--- src/sv/hamming_top_k_search_assert.svh ---
// Assertion helpers shared by the search block.
// Each macro expects signals named clock and reset in the scope that uses it.
`ifndef HAMMING_TOP_K_SEARCH_ASSERT_SVH
`define HAMMING_TOP_K_SEARCH_ASSERT_SVH

// Same-cycle implication.
`define HKS_ASSERT_NOW(label, ante, cons, msg) \
   label: assert property (@(posedge clock) disable iff (reset) (ante) |-> (cons)) \
      else $error(msg);

// Next-cycle implication.
`define HKS_ASSERT_NEXT(label, ante, cons, msg) \
   label: assert property (@(posedge clock) disable iff (reset) (ante) |=> (cons)) \
      else $error(msg);

`endif

--- src/sv/hks_pkg.sv ---
`timescale 1ns / 1ps
// ----------------------------------------------------------------------------
// hks_pkg
// Types and constants shared by the Hamming top-k search block.
// ----------------------------------------------------------------------------
package hks_pkg;

   localparam int MAX_ENTRIES_DEF = 4096;
   localparam int MAX_WORDS_DEF   = 8;
   localparam int MAX_TOP_DEF     = 64;

   localparam int CSR_IDX_W = 2;
   localparam int CSR_W     = 13;

   localparam logic [CSR_IDX_W-1:0] CSR_ENTRY_COUNT    = 2'd0;
   localparam logic [CSR_IDX_W-1:0] CSR_WORDS_PER_CODE = 2'd1;
   localparam logic [CSR_IDX_W-1:0] CSR_TOP_COUNT      = 2'd2;

   localparam logic FUNC_LOAD  = 1'b0;
   localparam logic FUNC_QUERY = 1'b1;

   typedef struct packed {
      logic        func;
      logic [11:0] entry;
      logic [2:0]  word_index;
      logic [31:0] code_word;
      logic        query_done;
   } req_type;

   typedef struct packed {
      logic [11:0] entry_index;
      logic [8:0]  distance;
      logic        last;
   } rsp_type;

   typedef struct packed {
      logic vld;
      logic first;
      logic last;
   } hks_tag_type;

   typedef enum logic [1:0] {
      ST_IDLE,
      ST_SCAN,
      ST_DRAIN,
      ST_OUT
   } hks_state_type;

endpackage

--- src/sv/hks_topk.sv ---
`timescale 1ns / 1ps
// ----------------------------------------------------------------------------
// hks_topk
// Sorted row of best cells: parallel insertion during the scan, shift
// towards the head as results are taken.
// ----------------------------------------------------------------------------
module hks_topk #(
   parameter int MAX_TOP = hks_pkg::MAX_TOP_DEF,
   parameter int ENTRY_W = 12,
   parameter int DIST_W  = 9,
   parameter int KCNT_W  = $clog2(MAX_TOP + 1)
) (
   input  logic               clock,
   input  logic               reset,
   input  logic               start,
   input  logic [KCNT_W-1:0]  limit,
   input  logic               ins_vld,
   input  logic [DIST_W-1:0]  ins_dist,
   input  logic [ENTRY_W-1:0] ins_idx,
   input  logic               pop,
   output logic [DIST_W-1:0]  head_dist,
   output logic [ENTRY_W-1:0] head_idx,
   output logic [KCNT_W-1:0]  fill
);

   logic [DIST_W-1:0]  cd_ff [MAX_TOP];
   logic [ENTRY_W-1:0] ci_ff [MAX_TOP];
   logic [DIST_W-1:0]  prev_d [MAX_TOP];
   logic [ENTRY_W-1:0] prev_i [MAX_TOP];
   logic [DIST_W-1:0]  next_d [MAX_TOP];
   logic [ENTRY_W-1:0] next_i [MAX_TOP];
   logic [MAX_TOP-1:0] lt;
   logic [MAX_TOP-1:0] prev_lt;
   logic [MAX_TOP-1:0] ok;
   logic [KCNT_W-1:0]  count_ff;
   logic               insert;

   for (genvar i = 0; i < MAX_TOP; i++) begin : g_cell
      assign lt[i] = (KCNT_W'(i) < count_ff) && (cd_ff[i] <= ins_dist);
      assign ok[i] = (KCNT_W'(i) < limit) && !lt[i];
      if (i == 0) begin : g_head
         assign prev_lt[i] = 1'b0;
         assign prev_d[i]  = ins_dist;
         assign prev_i[i]  = ins_idx;
      end else begin : g_body
         assign prev_lt[i] = lt[i-1];
         assign prev_d[i]  = cd_ff[i-1];
         assign prev_i[i]  = ci_ff[i-1];
      end
      if (i == MAX_TOP - 1) begin : g_tail
         assign next_d[i] = cd_ff[i];
         assign next_i[i] = ci_ff[i];
      end else begin : g_mid
         assign next_d[i] = cd_ff[i+1];
         assign next_i[i] = ci_ff[i+1];
      end
   end

   assign insert = ins_vld && (|ok);

   always_ff @(posedge clock) begin
      for (int i = 0; i < MAX_TOP; i++) begin
         if (insert && !lt[i]) begin
            cd_ff[i] <= prev_lt[i] || i == 0 ? ins_dist : prev_d[i];
            ci_ff[i] <= prev_lt[i] || i == 0 ? ins_idx : prev_i[i];
         end else if (pop) begin
            cd_ff[i] <= next_d[i];
            ci_ff[i] <= next_i[i];
         end
      end
   end

   always_ff @(posedge clock) begin
      if (reset || start) begin
         count_ff <= '0;
      end else if (insert && count_ff < limit) begin
         count_ff <= count_ff + 1'b1;
      end else if (pop) begin
         count_ff <= count_ff - 1'b1;
      end
   end

   assign head_dist = cd_ff[0];
   assign head_idx  = ci_ff[0];
   assign fill      = count_ff;

endmodule

--- config.mk ---
export PLATFORM = sky130hd
export DESIGN_NAME = hks_topk
export DESIGN_NICKNAME = d
export VERILOG_FILES = /design/src/sv/hamming_top_k_search_assert.svh /design/src/sv/hks_pkg.sv /design/src/sv/hks_topk.sv
export SDC_FILE = /design/constraint.sdc
export NUM_CORES = 2
export LEC_CHECK = 0
export ABC_CLOCK_PERIOD_IN_PS = 10100
export BUFFER_PORTS_ARGS = -buffer_cell sky130_fd_sc_hd__buf_2
export CORE_ASPECT_RATIO = 0.8
export CORE_MARGIN = 4
export CORE_UTILIZATION = 55
export DETAILED_ROUTE_END_ITERATION = 10
export PLACE_DENSITY = 0.79
export SETUP_SLACK_MARGIN = 0.02
export SYNTH_ARGS = -nofsm -noshare
export SYNTH_HDL_FRONTEND = slang
export SYNTH_SLANG_ARGS = --single-unit
--- constraint.sdc ---
create_clock -name clock -period 10.1 [get_ports clock]
set_clock_uncertainty 0.2 [all_clocks]
set_input_delay 2.02 -clock clock [delete_from_list [all_inputs] [get_ports clock]]
set_output_delay 2.02 -clock clock [all_outputs]
set_load 0.01 [all_outputs]
==> results.json <==
{
  "most_used_layer_global_route": "met2",
  "floorplan.die.height_um": 365.0,
  "power.share.clock_pct": 24.1,
  "post_route_cells_drive_above_1_share_pct": 27.50,
  "finalCritPeriodShare_pct": 81.64,
  "mostFrequentLayoutCells": "sky130_fd_sc_hd__edfxtp_1 (1344), sky130_fd_sc_hd__mux2_2 (1329), sky130_fd_sc_hd__mux2_1 (776)",
  "post_synth_instance_area_mm2": 0.08764,
  "cts_tree": "yes",
  "share_seq_of_total_power_pct": 47.0,
  "cts_repair_resize_count": 0,
  "yosys.area_share.simple_pct": 5.419,
  "number_of_placed_i_o_pins": 61,
  "ff2ff_setup_slack_ns": 3.58,
  "whs_endpoint": "ci_ff[1][364]$_DFFE_PP_",
  "placed_cell_area_mm2": 0.08983,
  "p_sw_mw": 6.791,
  "yosys.area_share.xor_xnor_pct": 0,
  "layout_commonest_cell": "sky130_fd_sc_hd__edfxtp_1",
  "met2_usage_in_global_routing_pct": 43.19,
  "total_congestion_overflow": 0,
  "htree_levels": 4,
  "status": "finished, final reports clean",
  "routed_length_per_instance_um": 27.30,
  "power_per_cell_area_mw_per_mm2": 227.2,
  "rsz_0062_raised_after_global_routing": "no",
  "antenna_found_initial": 19,
  "synth.net_count": 7588,
  "ys_warn_count": 0,
  "clock-root-buffer": "sky130_fd_sc_hd__clkbuf_16",
  "netlist-cell-type-count": 82,
  "timing.critical_path.arrival_ns": 8.59,
  "synth-edff-count": 1344,
  "synth_top_family_by_area": "multiplexers",
  "dr_total_vias": 59980,
  "fmaxAchievable_ghz": 0.1213,
  "standby_leakage_power_nw": 36.48,
  "setup_tns_ns": 0,
  "cell_internal_pwr_mw": 14.63,
  "critical_path.slowest_cell": "sky130_fd_sc_hd__a21boi_2",
  "drcViolationCount": 0,
  "required_time_of_the_critical_path_ns": 10.44,
  "gr-usage-met3_pct": 7.460,
  "reg2regPathDepth": 12,
  "cts_inserted_buffers": 144,
  "min-delay-start": "ci_ff[1][376]$_DFFE_PP_",
  "gr-usage-met1_pct": 41.26,
  "crit_path_cell_trace": "buf_2 -> inv_4 -> buf_12 -> ha_1 -> and4_1 -> a221o_1 -> a21oi_1 -> o21a_1 -> inv_1 -> a221oi_1 -> and4_1 -> a21boi_4 -> buf_12 -> a21boi_2 -> mux2_2",
  "vdd_drop_max_uv": 200.1,
  "floorplan.initialDensity_pct": 55.60,
  "dp_worst_setup_slack_ns": 1.167,
  "hold_path.class": "flip-flop to flip-flop",
  "gp_congestion": 0.9611,
  "area_share_of_fa_ha_maj_cells_after_synthesis_pct": 8.352,
  "slowest_stage_delay_on_critical_path_ns": 1.03,
  "dieArea_mm2": 0.1658,
  "yosys_register_bits": 1351,
  "postSynth.asyncResetShare_pct": 0,
  "syn_avg_cell_area_um2": 12.57,
  "globalRouteTotalUtil_pct": 29.24,
  "timing.hold.worst_path_depth": 1,
  "finished_layout_cell_area_mm2": 0.09430,
  "synth.top_cells.by_area": "sky130_fd_sc_hd__edfxtp_1 (46%), sky130_fd_sc_hd__mux2_2 (17%), sky130_fd_sc_hd__mux2_1 (10%), sky130_fd_sc_hd__ha_1 (8.4%), sky130_fd_sc_hd__o21ai_0 (2.8%)",
  "synth_sequential_area_ratio_pct": 46.21,
  "slew-limit-headroom_pct": 13.33,
  "cp-startpoint": "ins_dist[3]",
  "synth_compound_area_share_pct": 7.749,
  "clkTransAtPathRegs_ns": 0.06,
  "report.final.slew_viol_count": 0,
  "tritoncts_num_sinks": 1351,
  "clk_path_buf_depth": 3,
  "first_global_vias": 59640,
  "cts_setup_buffers": 0,
  "areaGrowthSynthToFinish_pct": 7.597,
  "post_synth_inst_count": 6970,
  "worstReg2RegStart": "fill[0]$_SDFFE_PP0P_",
  "max_cap_violations": 0,
  "worstSetupEndpointType": "flip-flop",
  "cts_hold_repair.buffers": 0,
  "final_nets": 7445,
  "synth-main-ff-cell": "sky130_fd_sc_hd__edfxtp_1",
  "worstSetupPathType": "input port to flip-flop",
  "fillCellCount": 12030,
  "post_layout_minimum_cycle_time_ns": 8.246,
  "placement_rows": 130,
  "tightestPinTransition_ns": 1.292,
  "finalSetupViolCount": 0,
  "grt_start_max_net_pins": 83,
  "switching_share_pct": 31.70,
  "routed_wl_mm": 247.5,
  "viasPerCell": 6.617,
  "core_region_area_mm2": 0.1576,
  "synth_top_area_share_pct": 46.05,
  "instances_no_fill": 9064,
  "hpwl_mm": 171.2,
  "drt_iter0_drc": 7714,
  "yosys-mux-area-fraction_pct": 28.91,
  "timing.final.hold_violations": 0,
  "p_comb_share_pct": 28.8,
  "chipWidth_um": 454.3,
  "synth_top_area_cell": "sky130_fd_sc_hd__edfxtp_1",
  "port-buffer-count": 60,
  "placedCellCount": 8793,
  "global_route_wire_length_before_repair_mm": 373.2,
  "regToRegEndpoint": "cd_ff[0][283]$_DFFE_PP_",
  "final_critical_path_setup_slack_ns": 1.854,
  "critical_path.startpoint_type": "input port",
  "clock_insertion_delay_worst_skew_ns": 0.80,
  "antenna_left": 0,
  "dr.pass1.iters": 9,
  "worst-path-max-fanout": 82
}
cell families (layout without fill, tap and decap cells):
family                     after synthesis  count (layout)
AOI/OAI and AO/OA                     1111            1111
DFF                                   1351            1351
muxes                                 2252            2252
other                                    0              14
and+or+nand+nor                       1026            1026
buffers and inverters                  645             613
adders and majority gates              585             585
state kept, by name (all words and copies together), names as in the netlist:
signal	cells
cd_ff	576
fill	7
ci_ff	768
synthesized netlist by cell type, types with 24 or more instances:
| master | instances |
|---|---|
| sky130_fd_sc_hd__a21boi_2 | 51 |
| sky130_fd_sc_hd__a21o_1 | 118 |
| sky130_fd_sc_hd__a21oi_1 | 239 |
| sky130_fd_sc_hd__a221oi_1 | 24 |
| sky130_fd_sc_hd__and3_1 | 26 |
| sky130_fd_sc_hd__and4_1 | 49 |
| sky130_fd_sc_hd__buf_2 | 68 |
| sky130_fd_sc_hd__buf_4 | 85 |
| sky130_fd_sc_hd__clkbuf_1 | 328 |
| sky130_fd_sc_hd__edfxtp_1 | 1344 |
| sky130_fd_sc_hd__ha_1 | 585 |
| sky130_fd_sc_hd__inv_1 | 114 |
| sky130_fd_sc_hd__mux2_1 | 776 |
| sky130_fd_sc_hd__mux2_2 | 1329 |
| sky130_fd_sc_hd__mux2_4 | 32 |
| sky130_fd_sc_hd__mux2i_1 | 115 |
| sky130_fd_sc_hd__nand2_1 | 593 |
| sky130_fd_sc_hd__nand3_1 | 100 |
| sky130_fd_sc_hd__nand4_1 | 54 |
| sky130_fd_sc_hd__nor2_1 | 82 |
| sky130_fd_sc_hd__nor2b_1 | 40 |
| sky130_fd_sc_hd__o21ai_0 | 488 |
how the worst max path moves through the flow:
stage / end / slack (ns) / cells after the start
floorplan: cd_ff[1][279]$_DFFE_PP_ / 2.32 / 16
global placement: cd_ff[1][249]$_DFFE_PP_ / 1.32 / 15
detailed placement: cd_ff[1][244]$_DFFE_PP_ / 1.17 / 15
CTS: ci_ff[1][330]$_DFFE_PP_ / 2.01 / 15
global route: cd_ff[1][251]$_DFFE_PP_ / 1.77 / 15
finish: cd_ff[0][283]$_DFFE_PP_ / 1.85 / 15
per-layer routing:
| metal | vias up | wire [um] |
|---|---|---|
| met5 | - | 42 |
| met4 | 6 | 9890 |
| met3 | 552 | 27510 |
| met2 | 3226 | 107100 |
| met1 | 29870 | 103000 |
| li1 | 26320 | - |
final cells by class:
class / count / area (um2) / share of cell area, %
multi-input cells: 4974 / 44470 / 47.16
repair buffers: 230 / 1728 / 1.832
inverters: 126 / 493.0 / 0.5228
well taps: 2112 / 2643 / 2.802
clock inverters: 69 / 545.5 / 0.5785
flip-flops and latches: 1351 / 40500 / 42.95
diodes: 14 / 35.03 / 0.03715
clock buffers: 188 / 3885 / 4.120
through the flow:
stage / power (mW) / util (%) / hold WS [ns]
after floorplan: 13.98 / - / 0.3225
after global placement: 15.76 / 57.00 / 0.3247
after detailed placement: 16.16 / 57.00 / 0.3422
after CTS: 21.31 / 59.81 / 0.3590
after global routing: 22.46 / 59.81 / 0.3652
final: 21.42 / 59.83 / 0.3541
critical path, delay by kind of cell:
kind                     cells  cell delay, ns
adder cells (fa/ha/maj)      1            0.38
AO/OA/AOI/OAI                6            2.81
buffers and inverters        5            2.12
AND/OR/NAND/NOR              2            0.56
multiplexers                 1            0.44
power groups by stage:
stage	Clock (mW)	Sequential, mW	Combinational (mW)
after floorplan	0	9.23	4.75
after global placement	0	10.1	5.69
after detailed placement	0	10.1	6.05
after CTS	5.20	10.0	6.11
after global routing	5.43	10.2	6.83
final	5.17	10.1	6.18
(Power assumes the default switching activity.)
