`config.mk`:
```
export PLATFORM = sky130hd
export DESIGN_NAME = hks_dist
export DESIGN_NICKNAME = d
export VERILOG_FILES = /design/src/sv/hamming_top_k_search_assert.svh /design/src/sv/hks_pkg.sv /design/src/sv/hks_dist.sv
export SDC_FILE = /design/constraint.sdc
export NUM_CORES = 1
export LEC_CHECK = 0
export BUFFER_PORTS_ARGS = -buffer_cell sky130_fd_sc_hd__buf_2
export CAP_MARGIN = 20
export CORE_ASPECT_RATIO = 1.2
export CORE_MARGIN = 10
export CORE_UTILIZATION = 35
export CTS_BUF_LIST = sky130_fd_sc_hd__clkbuf_2
export DETAILED_ROUTE_END_ITERATION = 8
export SYNTH_ARGS = -nofsm -noshare
export SYNTH_HDL_FRONTEND = slang
export SYNTH_SLANG_ARGS = --single-unit
```
`constraint.sdc`:
```
create_clock -name clock -period 16.91 [get_ports clock]
set_input_delay 0.8455 -clock clock [delete_from_list [all_inputs] [get_ports clock]]
set_output_delay 0.8455 -clock clock [all_outputs]
set_load 0.02 [all_outputs]
```
`src/sv/hamming_top_k_search_assert.svh`:
```
// Assertion helpers shared by the search block.
// Each macro expects signals named clock and reset in the scope that uses it.
`ifndef HAMMING_TOP_K_SEARCH_ASSERT_SVH
`define HAMMING_TOP_K_SEARCH_ASSERT_SVH

// Same-cycle implication.
`define HKS_ASSERT_NOW(label, ante, cons, msg) \
   label: assert property (@(posedge clock) disable iff (reset) (ante) |-> (cons)) \
      else $error(msg);

// Next-cycle implication.
`define HKS_ASSERT_NEXT(label, ante, cons, msg) \
   label: assert property (@(posedge clock) disable iff (reset) (ante) |=> (cons)) \
      else $error(msg);

`endif

```
`src/sv/hks_pkg.sv`:
```
`timescale 1ns / 1ps
// ----------------------------------------------------------------------------
// hks_pkg
// Types and constants shared by the Hamming top-k search block.
// ----------------------------------------------------------------------------
package hks_pkg;

   localparam int MAX_ENTRIES_DEF = 4096;
   localparam int MAX_WORDS_DEF   = 8;
   localparam int MAX_TOP_DEF     = 64;

   localparam int CSR_IDX_W = 2;
   localparam int CSR_W     = 13;

   localparam logic [CSR_IDX_W-1:0] CSR_ENTRY_COUNT    = 2'd0;
   localparam logic [CSR_IDX_W-1:0] CSR_WORDS_PER_CODE = 2'd1;
   localparam logic [CSR_IDX_W-1:0] CSR_TOP_COUNT      = 2'd2;

   localparam logic FUNC_LOAD  = 1'b0;
   localparam logic FUNC_QUERY = 1'b1;

   typedef struct packed {
      logic        func;
      logic [11:0] entry;
      logic [2:0]  word_index;
      logic [31:0] code_word;
      logic        query_done;
   } req_type;

   typedef struct packed {
      logic [11:0] entry_index;
      logic [8:0]  distance;
      logic        last;
   } rsp_type;

   typedef struct packed {
      logic vld;
      logic first;
      logic last;
   } hks_tag_type;

   typedef enum logic [1:0] {
      ST_IDLE,
      ST_SCAN,
      ST_DRAIN,
      ST_OUT
   } hks_state_type;

endpackage

```
`src/sv/hks_dist.sv`:
```
`timescale 1ns / 1ps
// ----------------------------------------------------------------------------
// hks_dist
// Distance stage: XOR and bit count of one word per cycle, accumulated over
// the words of an entry.
// ----------------------------------------------------------------------------
module hks_dist #(
   parameter int ENTRY_W = 12,
   parameter int DIST_W  = 9
) (
   input  logic                 clock,
   input  logic                 reset,
   input  hks_pkg::hks_tag_type tag,
   input  logic [ENTRY_W-1:0]   idx,
   input  logic [31:0]          qword,
   input  logic [31:0]          mdata,
   output logic                 busy,
   output logic                 dist_vld,
   output logic [DIST_W-1:0]    hdist,
   output logic [ENTRY_W-1:0]   dist_idx
);

   hks_pkg::hks_tag_type tag_ff;
   logic [ENTRY_W-1:0]   idx_ff;
   logic [31:0]          q_ff;
   logic [DIST_W-1:0]    acc_ff;
   logic [DIST_W-1:0]    acc_in;
   logic [5:0]           pc;
   logic                 dvld_ff;
   logic [DIST_W-1:0]    dist_ff;
   logic [ENTRY_W-1:0]   didx_ff;

   always_comb begin
      pc     = 6'($countones(q_ff ^ mdata));
      acc_in = (tag_ff.first ? '0 : acc_ff) + DIST_W'(pc);
   end

   always_ff @(posedge clock) begin
      if (reset) begin
         tag_ff  <= '0;
         dvld_ff <= 1'b0;
      end else begin
         tag_ff  <= tag;
         dvld_ff <= tag_ff.vld && tag_ff.last;
      end
   end

   always_ff @(posedge clock) begin
      idx_ff <= idx;
      q_ff   <= qword;
      if (tag_ff.vld) begin
         acc_ff <= acc_in;
         if (tag_ff.last) begin
            dist_ff <= acc_in;
            didx_ff <= idx_ff;
         end
      end
   end

   assign busy     = tag_ff.vld || dvld_ff;
   assign dist_vld = dvld_ff;
   assign hdist    = dist_ff;
   assign dist_idx = didx_ff;

endmodule

```
==> results_dict.tcl, run 1 <==
set metrics [dict create \
    clock_skew_ps 33.34 \
    synth_top_flop_cell "dfxtp_1" \
    path_clk_slew_ps 250 \
    area_delta_synth_final_pct 23.57 \
    cp_cell_sequence "buf_2, xnor2_1, fa_1, inv_1, fa_1, fa_1, fa_1, inv_1, fa_1, fa_1, fa_1, inv_1, fa_1, a211oi_2, o21ai_1, o211a_1, mux2_4" \
    cts_setup_buffers 0 \
    relSlewSlack_pct 34.22 \
    grt-ovfl-total 0 \
    timing.rr.start "q_ff[0]" \
    dieWidth_um 108.2 \
    hold_path_end "q_ff[2]" \
    min_path_type "in -> reg" \
    nFillCells 873 \
    drc_errors 0 \
    ys_seq_elements 78 \
    synth.distinct_cells 29 \
    cts.path.max_buffers 2 \
    dp_worst_setup_slack_ps 10710 \
    final_antenna_net_count 0 \
    grt_pass1_vias 2170 \
    placed_cells 443 \
    grt_max_degree 23 \
    netlist_area_mm2 0.003264 \
    clock-sinks 78 \
    ctsHoldBuffers 0 \
    portBuffers 103 \
    grt_usage_pct 9.556 \
    max_freq_mhz 180.9 \
    clk_latency_ps 540 \
    drive_gt1_share_pct 36.58 \
    crit_path_max_fanout 3 \
    vias_per_cell 4.137 \
    min_period_ps 5527 \
    io_pins 104 \
    drv_slew 0 \
    dr_total_vias 1903 \
    place.gp.congestion 0.7840 \
    grt_pass1_wl_mm 9.949 \
    status "complete, no violations" \
    placementRows 38 \
    finalNonFillerCells 460 \
    die_h_um 125.8 \
    antenna_found_initial 1 \
    startpoint_type "input port" \
    holdCritStartpoint "qword[2]" \
    cts_tree "done" \
    drt-wirelength-per-cell_um 13.49 \
    syn-num-nets 342 \
    critPathMaxStageDelay_ps 580 \
    final_nets 456 \
    h-tree-depth 3 \
    start_util_pct 35.95 \
    post-route-util_pct 44.42 \
    cp_slowest_cell "fa_1" \
    reg2regPathDepth 16 \
    min_path_cells 1 \
    maxCapViolCount 0 \
    cpLargestDelayFamily "adder cells" \
    yosys-top-cells-count "dfxtp_1, edfxtp_1, fa_1" \
    core_area_mm2 0.009081 \
    max_slew.worst_pin.slew_ps 986.7 \
    first_iter_violations 43 \
    arrival_ps 5870 \
    ys.warnings.count 0 \
    crit_path_end_kind "flip-flop" \
    synth_edf_count 30 \
    synth.most_common_cell "dfxtp_1" \
    synthCells 220 \
    cts_resized 0 \
    dieArea_mm2 0.01361 \
    post-route-period-util_pct 32.68 \
    crit_buf_inv 4 \
    hpwl_mm 5.184 \
    synth_top_area_share_pct 29.44 \
    crit_start "mdata[0]" \
    syn_area_per_cell_um2 14.84 \
    cts-root-buf "clkbuf_2" \
    setup_viol 0 \
    synth_largest_area_cell "dfxtp_1" \
    numCtsBuffers 9 \
    first_pass_iters 4 \
    ys_async_sr_fraction_pct 0 \
    r2r_slack_ps 11450 \
    hold_violations 0 \
    cpMostUsedCell "fa_1" \
    layout_setup_ws_ps 11380 \
    setup_tns_ps 0 \
    yosys-top-cells-area "dfxtp_1, edfxtp_1, fa_1" \
    finalWirelength_mm 6.207 \
    path_class "in -> reg" \
    ys_seq_area_share_pct 57.03 \
    rsz0062_at_grt "false" \
    critPathRequiredTime_ps 17260 \
    rr_endpoint "hdist[8]" \
]
==> area by class of cell <==
| class | instances | area (um2) | share of cell area, % |
|---|---|---|---|
| diodes | 1 | 2.502 | 0.06203 |
| clock buffers | 9 | 45.04 | 1.117 |
| well taps | 120 | 150.1 | 3.722 |
| flip-flops and latches | 78 | 1862 | 46.15 |
| multi-input cells | 117 | 1309 | 32.44 |
| repair buffers | 103 | 515.5 | 12.78 |
| inverters | 25 | 93.84 | 2.326 |
| clock inverters | 7 | 56.30 | 1.396 |
==> flip-flops by register name, summed over array words and instances (netlist names) <==
register	count
q_ff	32
dist_idx	12
idx_ff	12
acc_ff	9
hdist	9
tag_ff	3
dist_vld	1
==> worst reg2reg max path, cell delays in order, from the launching register on <==
cell      delay (ps)
dfxtp_1          360
xnor2_1          140
fa_1             550
inv_1             60
fa_1             510
fa_1             530
fa_1             550
inv_1             50
fa_1             500
fa_1             580
fa_1             210
inv_1             60
fa_1             420
a211oi_2         230
o21ai_1          100
o211a_1          140
mux2_4           300
==> stage by stage <==
stage,area (um2),hold slack [ps]
final,4034,374.8
after global routing,4034,303.8
after CTS,4031,323.2
after detailed placement,3930,388.7
after global placement,3930,386.0
after floorplan,3264,385.5
==> how the worst max path moves through the flow <==
stage / slack [ps] / to / cells after the start
floorplan: 11060 / acc_ff[8] / 16
CTS: 11370 / acc_ff[8] / 17
detailed placement: 10710 / acc_ff[8] / 17
finish: 11380 / hdist[8] / 17
global placement: 10780 / acc_ff[8] / 17
global route: 11170 / hdist[8] / 16
==> layer usage <==
layer | up-vias | global-route usage [%] | wire (um)
met2 | 62 | 15.54 | 3177
met5 | - | 0 | 0
li1 | 944 | - | -
met1 | 885 | 9.831 | 2381
met3 | 12 | 4.490 | 491
met4 | 0 | 5.433 | 157
==> layout by cell type, fill, tap and decap left out, types with 2 or more instances in the layout <==
master    synthesis  routed
nor2b_1          13      13
a21oi_1           3       3
clkbuf_2          0       9
buf_2             0     103
xor2_1           14      14
inv_1            25      25
fa_1             26      26
xnor2_1          23      23
clkinv_4          0       2
ha_1             15      15
inv_6             0       3
edfxtp_1         30      30
dfxtp_1          48      48
o21a_1            2       2
nor2_1            3       3
==> kinds of logic after synthesis <==
kind of cell               count (synthesis)  share of synthesized area (%)
AOI/OAI and AO/OA                         15                          3.373
muxes                                      2                         0.7665
buffers and inverters                     25                          2.875
xor gates and xnor gates                  37                          9.927
DFF                                       78                          57.03
adders and majority gates                 41                          21.69
and+or+nand+nor                           22                          4.332
Power of run 1 is left out: the tool's default activity adds up to more than one toggle a clock period on the data nets, which glitch-free logic cannot reach.
==> run 2: changes to the inputs <==
==> constraint.sdc (replaced) <==
create_clock -name clock -period 5.7 [get_ports clock]
set_input_delay 0.285 -clock clock [delete_from_list [all_inputs] [get_ports clock]]
set_output_delay 0.285 -clock clock [all_outputs]
set_load 0.02 [all_outputs]
==> results_dict.tcl, run 2 (same netlist as run 1, synthesis figures left out) <==
set metrics [dict create \
    max_freq_mhz 184.7 \
    register_area_mm2 0.001862 \
    use_met3_pct 5.153 \
    grt_pass1_wl_mm 11.45 \
    max_slew.worst_pin.slew_ps 959.5 \
    grt_usage_pct 10.97 \
    holdCritStartpoint "mdata[4]" \
    core_area_mm2 0.009081 \
    drv_slew 0 \
    clk_latency_ps 550 \
    min_path_cells 4 \
    io_pins 104 \
    antenna_found_initial 1 \
    area_delta_synth_final_pct 38.67 \
    cp_cell_sequence "xnor2_1, fa_1, inv_1, fa_1, fa_1, fa_1, inv_1, fa_1, fa_1, fa_1, inv_1, fa_2, a211oi_2, o21ai_1, o211a_1, mux2_4" \
    critPathMaxStageDelay_ps 580 \
    first_pass_iters 4 \
    regMostFlops "q_ff" \
    cts.path.max_buffers 2 \
    path_class "reg -> reg" \
    drt-wirelength-per-cell_um 13.65 \
    timing.rr.start "q_ff[0]" \
    place.gp.congestion 0.8013 \
    dieArea_mm2 0.01361 \
    min_period_ps 5414 \
    arrival_ps 5750 \
    numCtsBuffers 9 \
    hold_violations 0 \
    finalWirelength_mm 6.947 \
    first_iter_violations 52 \
    nFillCells 815 \
    grt_max_degree 23 \
    rsz0062_at_grt "false" \
    largest_reg_flops 32 \
    cts_tree "done" \
    min_path_type "in -> reg" \
    cp_slowest_cell "fa_1" \
    final_common_cell "buf_2" \
    path_clk_slew_ps 220 \
    clock-sinks 78 \
    cpMostUsedCell "fa_1" \
    hpwl_mm 5.273 \
    drc_errors 0 \
    busiest_layer "met2" \
    reg2regPathDepth 16 \
    multiInputGateArea_mm2 0.001319 \
    setup_tns_ps 0 \
    grt_pass1_vias 2481 \
    vias_per_cell 4.083 \
    drive_gt1_share_pct 32.73 \
    dieWidth_um 108.2 \
    maxCapViolCount 0 \
    r2r_slack_ps 290 \
    cpLargestDelayFamily "adder cells" \
    rr_endpoint "hdist[8]" \
    critPathRequiredTime_ps 6030 \
    crit_path_end_kind "flip-flop" \
    cts_setup_buffers 0 \
    post-route-period-util_pct 94.98 \
    use_met1_pct 10.40 \
    crit_buf_inv 3 \
    status "complete, no violations" \
    startpoint_type "flip-flop" \
    cts-root-buf "clkbuf_2" \
    final_antenna_net_count 0 \
    relSlewSlack_pct 36.03 \
    crit_path_max_fanout 3 \
    die_h_um 125.8 \
    placementRows 38 \
    grt-ovfl-total 0 \
    final_cell_mix "buf_2, dfxtp_1, dlygate4sd3_1, edfxtp_1" \
    start_util_pct 35.95 \
    hold_path_end "hdist[0]" \
    dr_total_vias 2078 \
    final_nets 505 \
    clock_skew_ps 23.22 \
    h-tree-depth 3 \
    use_met2_pct 19.31 \
    setup_viol 0 \
    portBuffers 103 \
]
==> run 2: stage by stage <==
| stage | worst slack (ps) | cell area, um2 | instances | util [%] | hold slack (ps) |
|---|---|---|---|---|---|
| 6_report | 285.9 | 4527 | 509 | 49.85 | 325.8 |
| 4_1_cts | 182.6 | 4514 | 508 | 49.71 | 257.4 |
| 3_3_place_gp | 126.8 | 3938 | 444 | 43.36 | 385.7 |
| 2_1_floorplan | 400.4 | 3264 | 220 | - | 312.7 |
| 3_5_place_dp | 53.82 | 3938 | 444 | 43.36 | 388.6 |
| 5_1_grt | 14.98 | 4527 | 509 | 49.85 | 284.7 |
==> run 2: worst max path at each step <==
stage                      to  slack, ps  startpoint  cells after the start
floorplan           acc_ff[8]        400     q_ff[0]                     16
CTS                  hdist[8]        180     q_ff[0]                     16
detailed placement  acc_ff[8]         50    mdata[0]                     17
global placement     hdist[8]        130    mdata[0]                     17
global route         hdist[8]         10     q_ff[0]                     16
finish               hdist[8]        290     q_ff[0]                     16
==> run 2: metal layers <==
metal / vias to the layer above / part of all wire, %
met1: 968 / 36
met2: 59 / 55
met4: 0 / 1.9
met5: - / 0
met3: 9 / 7.7
li1: 1042 / -
==> run 2: worst register-to-register path, cell delays in order (launching register included) <==
cell and delay [ps]:
dfxtp_1 360, xnor2_1 140, fa_1 550, inv_1 70, fa_1 560, fa_1 450
fa_1 550, inv_1 50, fa_1 500, fa_1 580, fa_1 200, inv_1 60
fa_2 360, a211oi_2 260, o21ai_1 100, o211a_1 140, mux2_4 300
==> run 2: area by class of cell <==
class / instances / share of cell area, %
tap: 120 / 3.317
sequential: 78 / 41.13
clock inverter: 6 / 1.023
timing repair buffer: 152 / 22.17
multi-input combinational: 117 / 29.13
inverter: 25 / 2.073
clock buffer: 10 / 1.106
antenna: 1 / 0.05528
==> run 2: what timing repair did <==
item / in CTS / in global routing
setup endpoints to repair: 0 / 2
endpoints found under the hold margin: 48 / 0
hold buffers: 48 / 0
resized for setup: 0 / 2
Power of run 2 is left out for the same reason.
==> run 3: changes to the inputs <==
--- a/config.mk
+++ b/config.mk
@@ -9,9 +9,10 @@
 export CAP_MARGIN = 20
 export CORE_ASPECT_RATIO = 1.2
 export CORE_MARGIN = 10
-export CORE_UTILIZATION = 35
+export CORE_UTILIZATION = 52
 export CTS_BUF_LIST = sky130_fd_sc_hd__clkbuf_2
 export DETAILED_ROUTE_END_ITERATION = 8
+export PLACE_DENSITY = 0.92
 export SYNTH_ARGS = -nofsm -noshare
 export SYNTH_HDL_FRONTEND = slang
 export SYNTH_SLANG_ARGS = --single-unit
==> results_dict.tcl, run 3 (same netlist as run 1, synthesis figures left out) <==
set metrics [dict create \
    core_area_mm2 0.006051 \
    finalWirelength_mm 7.230 \
    maxCapViolCount 0 \
    final_nets 505 \
    cts_tree "done" \
    drc_errors 0 \
    rsz0062_at_grt "false" \
    timing.rr.start "q_ff[17]" \
    post-route-period-util_pct 95.32 \
    largest_reg_flops 32 \
    start_util_pct 53.95 \
    grt-ovfl-total 0 \
    path_class "reg -> reg" \
    drv_slew 0 \
    r2r_slack_ps 270 \
    path_clk_slew_ps 220 \
    crit_path_max_fanout 3 \
    hpwl_mm 5.059 \
    vias_per_cell 4.569 \
    final_antenna_net_count 0 \
    grt_pass1_wl_mm 11.92 \
    dr_total_vias 2152 \
    h-tree-depth 3 \
    crit_path_end_kind "flip-flop" \
    drive_gt1_share_pct 32.22 \
    grt_pass1_vias 2474 \
    portBuffers 103 \
    cts.path.max_buffers 2 \
    grt_usage_pct 15.72 \
    status "complete, no violations" \
    min_path_cells 4 \
    place.gp.congestion 0.8183 \
    clk_latency_ps 530 \
    clock-sinks 78 \
    hold_violations 0 \
    numCtsBuffers 9 \
    regMostFlops "q_ff" \
    grt_max_degree 23 \
    dieWidth_um 92.33 \
    setup_viol 0 \
    antenna_found_initial 1 \
    first_iter_violations 72 \
    cts-root-buf "clkbuf_2" \
    arrival_ps 5750 \
    holdCritStartpoint "mdata[2]" \
    startpoint_type "flip-flop" \
    io_pins 104 \
    setup_tns_ps 0 \
    clock_skew_ps 21.44 \
    placementRows 31 \
    critPathRequiredTime_ps 6010 \
    drt-wirelength-per-cell_um 15.35 \
    max_freq_mhz 184.0 \
    relSlewSlack_pct 37.56 \
    reg2regPathDepth 17 \
    final_cell_mix "buf_2, dfxtp_1, dlygate4sd3_1, edfxtp_1" \
    die_h_um 106.8 \
    dieArea_mm2 0.009860 \
    area_delta_synth_final_pct 36.87 \
    min_path_type "in -> reg" \
    min_period_ps 5433 \
    hold_path_end "hdist[0]" \
    rr_endpoint "hdist[8]" \
    final_common_cell "buf_2" \
    max_slew.worst_pin.slew_ps 936.6 \
    first_pass_iters 4 \
]
==> run 3: changes by cell type in the layout (fill, tap and decap cells not counted) <==
| cell | previous run | this run |
|---|---|---|
| xnor2_2 | 1 | 0 |
| clkinv_2 | 1 | 2 |
| clkbuf_2 | 10 | 9 |
| clkinv_1 | 0 | 1 |
| clkinvlp_4 | 2 | 1 |
| xnor2_1 | 22 | 23 |
==> run 3: final cells by class <==
type | count | area, um2
tap | 82 | 102.6
fill | 413 | 1583
clock inverter | 7 | 47.55
multi-input combinational | 117 | 1311
clock buffer | 9 | 45.04
antenna | 1 | 2.502
sequential | 78 | 1862
timing repair buffer | 152 | 1003
inverter | 25 | 93.84
==> run 3: per-stage QoR <==
stage / utilization [%] / setup WS [ps] / cell area, um2 / hold slack, ps / cells
after CTS: 73.76 / 175.8 / 4463 / 284.6 / 470
after floorplan: - / 400.4 / 3264 / 312.7 / 220
after detailed placement: 64.29 / 110.9 / 3890 / 388.6 / 406
after global placement: 64.29 / 168.0 / 3890 / 385.4 / 406
after global routing: 73.84 / 24.34 / 4468 / 298.3 / 471
final: 73.84 / 266.6 / 4468 / 309.9 / 471
==> run 3: routing by layer <==
layer  up-vias  GRT usage [%]  routed length, um  part of all wire, %
met5         -              0                  0                    0
met4         0          8.278                187                  2.6
met3        16          4.745                401                  5.5
met2        69          30.91               4270                   59
met1      1023          13.72               2371                   33
li1       1044              -                  -                    -
==> run 3: worst max-delay path by stage <==
stage / startpoint / end / slack, ps / cells after the start
after floorplan: q_ff[0] / acc_ff[8] / 400 / 16
after global placement: mdata[0] / hdist[8] / 170 / 17
after detailed placement: mdata[0] / hdist[8] / 110 / 17
after CTS: q_ff[0] / hdist[8] / 180 / 16
after global routing: q_ff[17] / hdist[8] / 20 / 17
final: q_ff[17] / hdist[8] / 270 / 17
==> run 3: worst max-delay path, stage by stage (launching register included) <==
cell and delay [ps]:
dfxtp_1 370, xor2_1 160, fa_1 530, inv_1 50
fa_1 510, fa_1 550, inv_1 60, fa_1 480
inv_1 60, fa_1 500, fa_1 520, fa_1 440
inv_1 90, fa_2 230, a211oi_2 80, o21ai_1 130
o211a_1 180, mux2_4 300
==> run 3: timing repair <==
item                                    4_1_cts  5_1_grt
endpoints found under the setup margin        0        2
buffers inserted                              0        0
hold endpoints to repair                     48        0
gates resized for setup                       0        1
hold buffers                                 48        0
Power of run 3 is left out for the same reason.
